===== config.mk =====
export PLATFORM = sky130hd
export DESIGN_NAME = stick_calibration_scaler
export DESIGN_NICKNAME = d
export VERILOG_FILES = /design/src/hdl/scs_pkg.sv /design/src/hdl/scs_prep.sv /design/src/hdl/scs_div_cell.sv /design/src/hdl/stick_calibration_scaler.sv
export SDC_FILE = /design/constraint.sdc
export NUM_CORES = 2
export LEC_CHECK = 0
export BUFFER_PORTS_ARGS = -buffer_cell sky130_fd_sc_hd__buf_2
export CAP_MARGIN = 15
export CELL_PAD_IN_SITES_DETAIL_PLACEMENT = 1
export CELL_PAD_IN_SITES_GLOBAL_PLACEMENT = 1
export CORE_MARGIN = 2
export CORE_UTILIZATION = 35
export DETAILED_ROUTE_END_ITERATION = 8
export PLACE_DENSITY = 0.6
export SLEW_MARGIN = 20
export SYNTH_ARGS = -nofsm -noshare
export SYNTH_HDL_FRONTEND = slang
export SYNTH_SLANG_ARGS = --single-unit

===== constraint.sdc =====
create_clock -name clk -period 89.1 [get_ports clk]
set_input_delay 0 -clock clk [delete_from_list [all_inputs] [get_ports clk]]
set_output_delay 0 -clock clk [all_outputs]
set_load 0.01 [all_outputs]

===== src/hdl/scs_pkg.sv =====
// Shared types and constants for the stick calibration scaler.
// No dependencies; imported by every module under hdl/.
`default_nettype none

package scs_pkg;

  localparam int unsigned SAMPLE_W = 12;  // raw sample and calibration width
  localparam int unsigned FRAC_W   = 15;  // full scale is 2**FRAC_W - 1
  localparam int unsigned NUM_W    = SAMPLE_W + FRAC_W;  // diff * full scale
  localparam int unsigned QUOT_W   = FRAC_W + 1;  // top bit flags overflow
  localparam int unsigned RES_W    = 16;
  localparam int unsigned CFG_IDX_W = 3;

  localparam logic [CFG_IDX_W-1:0] REG_X_CENTER    = 3'd0;
  localparam logic [CFG_IDX_W-1:0] REG_X_SPAN_HIGH = 3'd1;
  localparam logic [CFG_IDX_W-1:0] REG_X_SPAN_LOW  = 3'd2;
  localparam logic [CFG_IDX_W-1:0] REG_Y_CENTER    = 3'd3;
  localparam logic [CFG_IDX_W-1:0] REG_Y_SPAN_HIGH = 3'd4;
  localparam logic [CFG_IDX_W-1:0] REG_Y_SPAN_LOW  = 3'd5;

  localparam logic [SAMPLE_W-1:0] CENTER_RESET = 12'd2048;
  localparam logic [SAMPLE_W-1:0] SPAN_RESET   = 12'd1024;

  localparam logic [FRAC_W-1:0] FULL_SCALE = {FRAC_W{1'b1}};

  // One item of one axis as it walks down the divider cells.
  typedef struct packed {
    logic                valid;
    logic                neg;    // sample at or below center
    logic                zero;   // lower branch with zero span: force 0
    logic [SAMPLE_W-1:0] span;
    logic [NUM_W-1:0]    rem;
    logic [QUOT_W-1:0]   quot;
  } cell_t;

endpackage

`default_nettype wire


===== src/hdl/scs_prep.sv =====
// Front stage of one axis: picks the branch, forms |val-center| * full scale.
// Depends on scs_pkg.
`default_nettype none

module scs_prep
  import scs_pkg::*;
(
  input  wire logic                clk,
  input  wire logic                rst,
  input  wire logic                en,
  input  wire logic                in_valid,
  input  wire logic [SAMPLE_W-1:0] val,
  input  wire logic [SAMPLE_W-1:0] center,
  input  wire logic [SAMPLE_W-1:0] span_high,
  input  wire logic [SAMPLE_W-1:0] span_low,
  output cell_t                    q
);

  logic                above;
  logic [SAMPLE_W-1:0] diff;
  cell_t               q_next;

  always_comb begin
    above  = val > center;
    diff   = above ? (val - center) : (center - val);
    q_next.valid = in_valid;
    q_next.neg   = !above;
    q_next.zero  = !above && (span_low == '0);
    q_next.span  = above ? span_high : span_low;
    // diff * (2**FRAC_W - 1) as a shift and subtract
    q_next.rem   = {diff, {FRAC_W{1'b0}}} - {{FRAC_W{1'b0}}, diff};
    q_next.quot  = '0;
  end

  always_ff @(posedge clk) begin
    if (rst) begin
      q.valid <= 1'b0;
    end else if (en) begin
      q <= q_next;
    end
  end

endmodule

`default_nettype wire


===== src/hdl/scs_div_cell.sv =====
// One restoring-division cell: settles quotient bit BIT and hands on.
// Depends on scs_pkg.
`default_nettype none

module scs_div_cell
  import scs_pkg::*;
#(
  parameter int unsigned BIT = 0
) (
  input  wire logic  clk,
  input  wire logic  rst,
  input  wire logic  en,
  input  wire cell_t d,
  output cell_t      q
);

  logic [NUM_W-1:0] trial;
  cell_t            q_next;

  always_comb begin
    trial  = {{(NUM_W-SAMPLE_W){1'b0}}, d.span} << BIT;
    q_next = d;
    if (d.rem >= trial) begin
      q_next.rem       = d.rem - trial;
      q_next.quot[BIT] = 1'b1;
    end
  end

  always_ff @(posedge clk) begin
    if (rst) begin
      q.valid <= 1'b0;
    end else if (en) begin
      q <= q_next;
    end
  end

endmodule

`default_nettype wire


===== src/hdl/stick_calibration_scaler.sv =====
// Top level of the stick calibration scaler: calibration registers,
// per-axis prep stage, divider cell chains, output register with skid.
// Depends on scs_pkg, scs_prep, scs_div_cell.
//
//   Channel   Dir  Handshake          Payload
//   s_*       in   tvalid/tready      tdata[23:0]  = raw_x, raw_y
//   m_*       out  tvalid/tready      tdata[31:0]  = scaled_x, scaled_y
//   cfg_*     in   cfg_we             cfg_index[2:0], cfg_wdata[11:0]
//
// An accepted item passes 1 prep stage, 16 divider cells and 1 output
// register; one item per cycle sustained while the skid slot is empty.
// The 16-cell restoring divider chain per axis sets the latency: each cell
// resolves one quotient bit, the top one flagging overflow into the clamp.
// Reset (rst, synchronous) empties the pipeline and loads calibration
// defaults (center 2048, spans 1024).
// The whole chain stalls only while the skid register is full; s_tready
// follows the skid flag register, so a result may wait at the output while
// new items enter.
`default_nettype none

module stick_calibration_scaler
  import scs_pkg::*;
(
  input  wire logic                 clk,
  input  wire logic                 rst,
  input  wire logic                 s_tvalid,
  output logic                      s_tready,
  input  wire logic [23:0]          s_tdata,   // [11:0] raw_x, [23:12] raw_y
  output logic                      m_tvalid,
  input  wire logic                 m_tready,
  output logic [31:0]               m_tdata,   // [15:0] scaled_x, [31:16] scaled_y
  input  wire logic                 cfg_we,
  input  wire logic [CFG_IDX_W-1:0] cfg_index,
  input  wire logic [SAMPLE_W-1:0]  cfg_wdata
);

  // Calibration registers
  logic [SAMPLE_W-1:0] x_center, x_span_high, x_span_low;
  logic [SAMPLE_W-1:0] y_center, y_span_high, y_span_low;

  always_ff @(posedge clk) begin
    if (rst) begin
      x_center    <= CENTER_RESET;
      x_span_high <= SPAN_RESET;
      x_span_low  <= SPAN_RESET;
      y_center    <= CENTER_RESET;
      y_span_high <= SPAN_RESET;
      y_span_low  <= SPAN_RESET;
    end else if (cfg_we) begin
      unique case (cfg_index)
        REG_X_CENTER:    x_center    <= cfg_wdata;
        REG_X_SPAN_HIGH: x_span_high <= cfg_wdata;
        REG_X_SPAN_LOW:  x_span_low  <= cfg_wdata;
        REG_Y_CENTER:    y_center    <= cfg_wdata;
        REG_Y_SPAN_HIGH: y_span_high <= cfg_wdata;
        REG_Y_SPAN_LOW:  y_span_low  <= cfg_wdata;
        default: ;  // drop writes beyond the register list
      endcase
    end
  end

  // Pipeline advance: hold everything only while the skid slot is occupied.
  logic skid_full;
  logic run;

  assign run      = !skid_full;
  assign s_tready = run;

  // Cell chains, one per axis; stage 0 is the prep register.
  cell_t chain_x [0:QUOT_W];
  cell_t chain_y [0:QUOT_W];

  scs_prep u_prep_x (
    .clk, .rst, .en(run), .in_valid(s_tvalid),
    .val(s_tdata[SAMPLE_W-1:0]), .center(x_center),
    .span_high(x_span_high), .span_low(x_span_low), .q(chain_x[0])
  );

  scs_prep u_prep_y (
    .clk, .rst, .en(run), .in_valid(s_tvalid),
    .val(s_tdata[2*SAMPLE_W-1:SAMPLE_W]), .center(y_center),
    .span_high(y_span_high), .span_low(y_span_low), .q(chain_y[0])
  );

  // Cell i settles quotient bit QUOT_W-1-i, most significant first.
  for (genvar i = 0; i < QUOT_W; i++) begin : g_cell
    scs_div_cell #(.BIT(QUOT_W - 1 - i)) u_cell_x (
      .clk, .rst, .en(run), .d(chain_x[i]), .q(chain_x[i+1])
    );
    scs_div_cell #(.BIT(QUOT_W - 1 - i)) u_cell_y (
      .clk, .rst, .en(run), .d(chain_y[i]), .q(chain_y[i+1])
    );
  end

  // Finish: clamp on overflow bit, force zero, apply sign.
  function automatic logic [RES_W-1:0] finish(cell_t c);
    logic [FRAC_W-1:0] mag;
    logic [RES_W-1:0]  pos;
    mag = c.quot[QUOT_W-1] ? FULL_SCALE : c.quot[FRAC_W-1:0];
    pos = {{(RES_W-FRAC_W){1'b0}}, mag};
    if (c.zero) begin
      return '0;
    end
    return c.neg ? (~pos + 1'b1) : pos;
  endfunction

  logic        done;
  logic [31:0] done_data;
  logic [31:0] skid_data;
  logic        take;

  assign done      = chain_x[QUOT_W].valid && run;
  assign done_data = {finish(chain_y[QUOT_W]), finish(chain_x[QUOT_W])};
  assign take      = m_tvalid && m_tready;

  // Output register with one skid slot behind it.
  always_ff @(posedge clk) begin
    if (rst) begin
      m_tvalid  <= 1'b0;
      skid_full <= 1'b0;
    end else if (skid_full) begin
      if (take) begin
        skid_full <= 1'b0;
      end
    end else if (done) begin
      if (!m_tvalid || take) begin
        m_tvalid <= 1'b1;
      end else begin
        skid_full <= 1'b1;
      end
    end else if (take) begin
      m_tvalid <= 1'b0;
    end
  end

  always_ff @(posedge clk) begin
    if (skid_full) begin
      if (take) begin
        m_tdata <= skid_data;
      end
    end else if (done) begin
      if (!m_tvalid || take) begin
        m_tdata <= done_data;
      end else begin
        skid_data <= done_data;
      end
    end
  end

  // A parked item always has a visible item ahead of it.
  a_skid_behind_out: assert property (@(posedge clk) disable iff (rst)
    skid_full |-> m_tvalid)
    else $error("skid holds an item while output is empty");

  // The skid slot fills only when the output was stalled.
  a_skid_fill_cause: assert property (@(posedge clk) disable iff (rst)
    $rose(skid_full) |-> $past(m_tvalid && !m_tready))
    else $error("skid filled without an output stall");

  // Clamp keeps both results inside +-full scale.
  a_clamp_range: assert property (@(posedge clk) disable iff (rst)
    m_tvalid |-> (m_tdata[15:0] != 16'h8000) && (m_tdata[31:16] != 16'h8000))
    else $error("result outside full scale");

  // Both axis chains carry items in lockstep.
  a_axes_aligned: assert property (@(posedge clk) disable iff (rst)
    chain_x[QUOT_W].valid == chain_y[QUOT_W].valid)
    else $error("axis chains out of step");

endmodule

`default_nettype wire


==> results.yml <==
setup_path:
  crit_required_ns: 89.69
  rr_worst_depth: 12
  worstSetupPathType: "flop to flop"
  cp-end-kind: "flop"
  rr_startpoint: "g_cell[13].u_cell_y.q[43]$_DFFE_PP_"
  crit_chain: "ha_1, fa_1, nand2b_1, a21boi_0, o21ai_0, a21oi_1, a41o_1, or4b_1, nand2b_1, nor4_1, or4b_2, xnor2_1"
  ff2ff_setup_slack_ns: 84.34
  critical-path-top-delay-family: "simple AND/OR/NAND/NOR gates"
  critPathBufInv: 0
  crit_top_cell: "nand2b_1"
  max_stage_delay_ns: 0.75
  cp-start-kind: "flop"
  r2r-end: "g_cell[14].u_cell_y.q[42]$_DFFE_PP_"
  crit_fanout: 26
  cp_slowest_cell: "or4b_1"
  cp.arrival_ns: 5.35
timing:
  hold_violations: 0
  fin_crit_sh: 0.05342
  grt_setup_unrepaired: "false"
  slew_viol_final: 0
  tns_ns: 0
  finClkSkew_ns: 0.04152
  fmax_ghz: 0.2101
  relSlewSlack: 0.1447
  period_needed_ns: 4.760
  timing.final.ws_setup_ns: 84.34
  finalSetupViolations: 0
  holdWs_ns: 0.07669
  worst_pin_slew_ns: 1.283
detailed_routing:
  drt.antenna.violating_nets: 0
  totalWireLength_mm: 172.6
  drtIter0Drc: 2069
  via_per_inst: 4.870
  drc: 0
  avgRoutedWirePerCell_um: 16.65
  drtPass1Iterations: 5
  vias: 50482
placement:
  preCtsSetupSlack_ns: 84.37
  dp_hpwl_mm: 127.4
  gp_congestion: 0.8710
  port_buffers: 77
clock_tree:
  clockBufferDepth: 3
  worstSkewPairLatency_ns: 0.83
  cts-root-buf: "clkbuf_16"
  cts-resized-gates: 0
  numCtsBuffers: 196
  htreeDepth: 4
  cts_tree: "built"
  cts_sinks: 1743
  cts_setup_buffers: 0
  clkTransAtPathRegs_ns: 0.06
synthesis:
  post_synth.cell_area_avg_um2: 12.25
  ys_seq_area_frac: 0.6162
  synth_top_area_share: 0.5944
  synth.area.top_cells: "edfxtp_1 59%, ha_1 6.5%, inv_1 2.7%"
  synth_area_leader_cell: "edfxtp_1"
  synth-warning-count: 0
  ys_types: 94
  synth_edf_count: 1652
  async_flop_share: 0
  synthesis.nets: 7325
  synth_area_um2: 83460
  syn_inst: 6812
  ys_ff_latch: 1743
  synthFlopType: "edfxtp_1"
pwr:
  ir_drop_mv: 0.01527
  powerDensity_nw_per_um2: 27.89
  p_leak_nw: 35.30
die:
  ios: 78
  die_w_um: 492.3
  dieArea_um2: 242400
  num_rows: 179
  start_util: 0.3516
  coreArea_um2: 237400
  die_h_um: 492.3
min_path:
  hold_depth: 4
  min_from: "s_tvalid"
  hold-path-endpoint: "u_prep_x.q[57]$_SDFFE_PP0N_"
  min_path_type: "primary input to flop"
grt:
  grt_max_degree: 212
  grt_pass1_wl_mm: 279.3
  first_global_vias: 53906
  antenna_found_initial: 2
  overflow: 0
  grt_usage: 0.1405
cells_and_area:
  fillers: 25145
  drive_gt1_frac: 0.07532
  area_delta_synth_final_pct: 13.46
  mostFrequentLayoutCell: "edfxtp_1"
  design.final.nets: 7541
  final_cell_mix: "1652 x edfxtp_1, 597 x inv_1, 592 x nand2_1"
run:
  max_cap_violations: 0
status:
  status: "complete, no violations"
==> per-layer routing <==
layer	vias to the layer above	part of all wire	track usage
met5	-	0	0
met4	0	0.037	0.05600
met2	545	0.52	0.2651
met1	24335	0.41	0.1569
li1	25247	-	-
met3	355	0.026	0.02122
==> stage by stage <==
| step | area [um^2] | utilization | total power, mW | std cells |
|---|---|---|---|---|
| after floorplan | 83460 | - | 1.755 | 6812 |
| after global placement | 87620 | 0.3691 | 1.835 | 9941 |
| after detailed placement | 87620 | 0.3691 | 1.862 | 9941 |
| after CTS | 94640 | 0.3986 | 2.679 | 10361 |
| after global routing | 94690 | 0.3989 | 2.803 | 10364 |
| final | 94690 | 0.3989 | 2.642 | 10365 |
==> synth_stat cells, drive strengths merged (125+ instances only) <==
master     n
nor4     130
nor3     150
xor2     230
inv      601
nor2     468
nand2    592
o21ai    335
clkbuf   125
edfxtp  1652
a21oi    431
xnor2    255
ha       435
==> what timing repair did <==
item | 4_1_cts | 5_1_grt
setup endpoints to repair | 0 | 0
hold endpoints to repair | 107 | 0
hold buffers | 54 | 0
==> worst reg2reg max path, cell delays in order (launching register included) <==
cell,delay (ns)
edfxtp_1,0.40
ha_1,0.23
fa_1,0.41
nand2b_1,0.15
a21boi_0,0.26
o21ai_0,0.19
a21oi_1,0.33
a41o_1,0.34
or4b_1,0.75
nand2b_1,0.26
nor4_1,0.41
or4b_2,0.65
xnor2_1,0.16
==> cell families after synthesis <==
logic type / Yosys count / synth area share
compound gates: 1276 / 0.09359
xor+xnor: 485 / 0.05108
fa+ha+maj: 469 / 0.07337
buf+inv: 751 / 0.03447
flops: 1743 / 0.6162
mux: 113 / 0.01477
simple gates: 1975 / 0.1165
==> report_power, final <==
group          total (mW)  switching [mW]  internal [mW]
combinational       0.670           0.377          0.292
sequential           1.17          0.0894           1.08
clock               0.799           0.329          0.470
==> worst max path at each step <==
| stage | from | end | cells past startpoint |
|---|---|---|---|
| after CTS | g_cell[13].u_cell_y.q[43]$_DFFE_PP_ | g_cell[14].u_cell_y.q[42]$_DFFE_PP_ | 12 |
| final | g_cell[13].u_cell_y.q[43]$_DFFE_PP_ | g_cell[14].u_cell_y.q[42]$_DFFE_PP_ | 12 |
| after global placement | g_cell[13].u_cell_y.q[17]$_DFFE_PP_ | g_cell[14].u_cell_y.q[42]$_DFFE_PP_ | 13 |
| after floorplan | skid_full$_SDFF_PP0_ | g_cell[0].u_cell_x.q[15]$_SDFFCE_PN1P_ | 3 |
| after detailed placement | g_cell[13].u_cell_y.q[43]$_DFFE_PP_ | g_cell[14].u_cell_y.q[42]$_DFFE_PP_ | 12 |
| after global routing | g_cell[13].u_cell_y.q[17]$_DFFE_PP_ | g_cell[14].u_cell_y.q[42]$_DFFE_PP_ | 13 |
==> flip-flops by register name (all words and copies together), names as in the netlist <==
signal             cells
g_cell.u_cell_x.q    769
x_span_low            12
g_cell.u_cell_y.q    753
y_span_low            12
x_center              12
m_tvalid               1
skid_data             32
u_prep_y.q            41
u_prep_x.q            42
y_span_high           12
y_center              12
m_tdata               32
skid_full              1
x_span_high           12
==> area by class of cell <==
class / count / area, um^2 / share of cell area
antenna: 2 / 5.005 / 0.00005285
clock buffer: 248 / 5199 / 0.05490
clock inverter: 118 / 1285 / 0.01357
inverter: 601 / 2256 / 0.02382
multi-input combinational: 4318 / 29250 / 0.3089
sequential: 1743 / 51430 / 0.5431
tap: 3167 / 3963 / 0.04185
timing repair buffer: 168 / 1305 / 0.01378
Note: power is estimated with default switching activity, not from simulation.
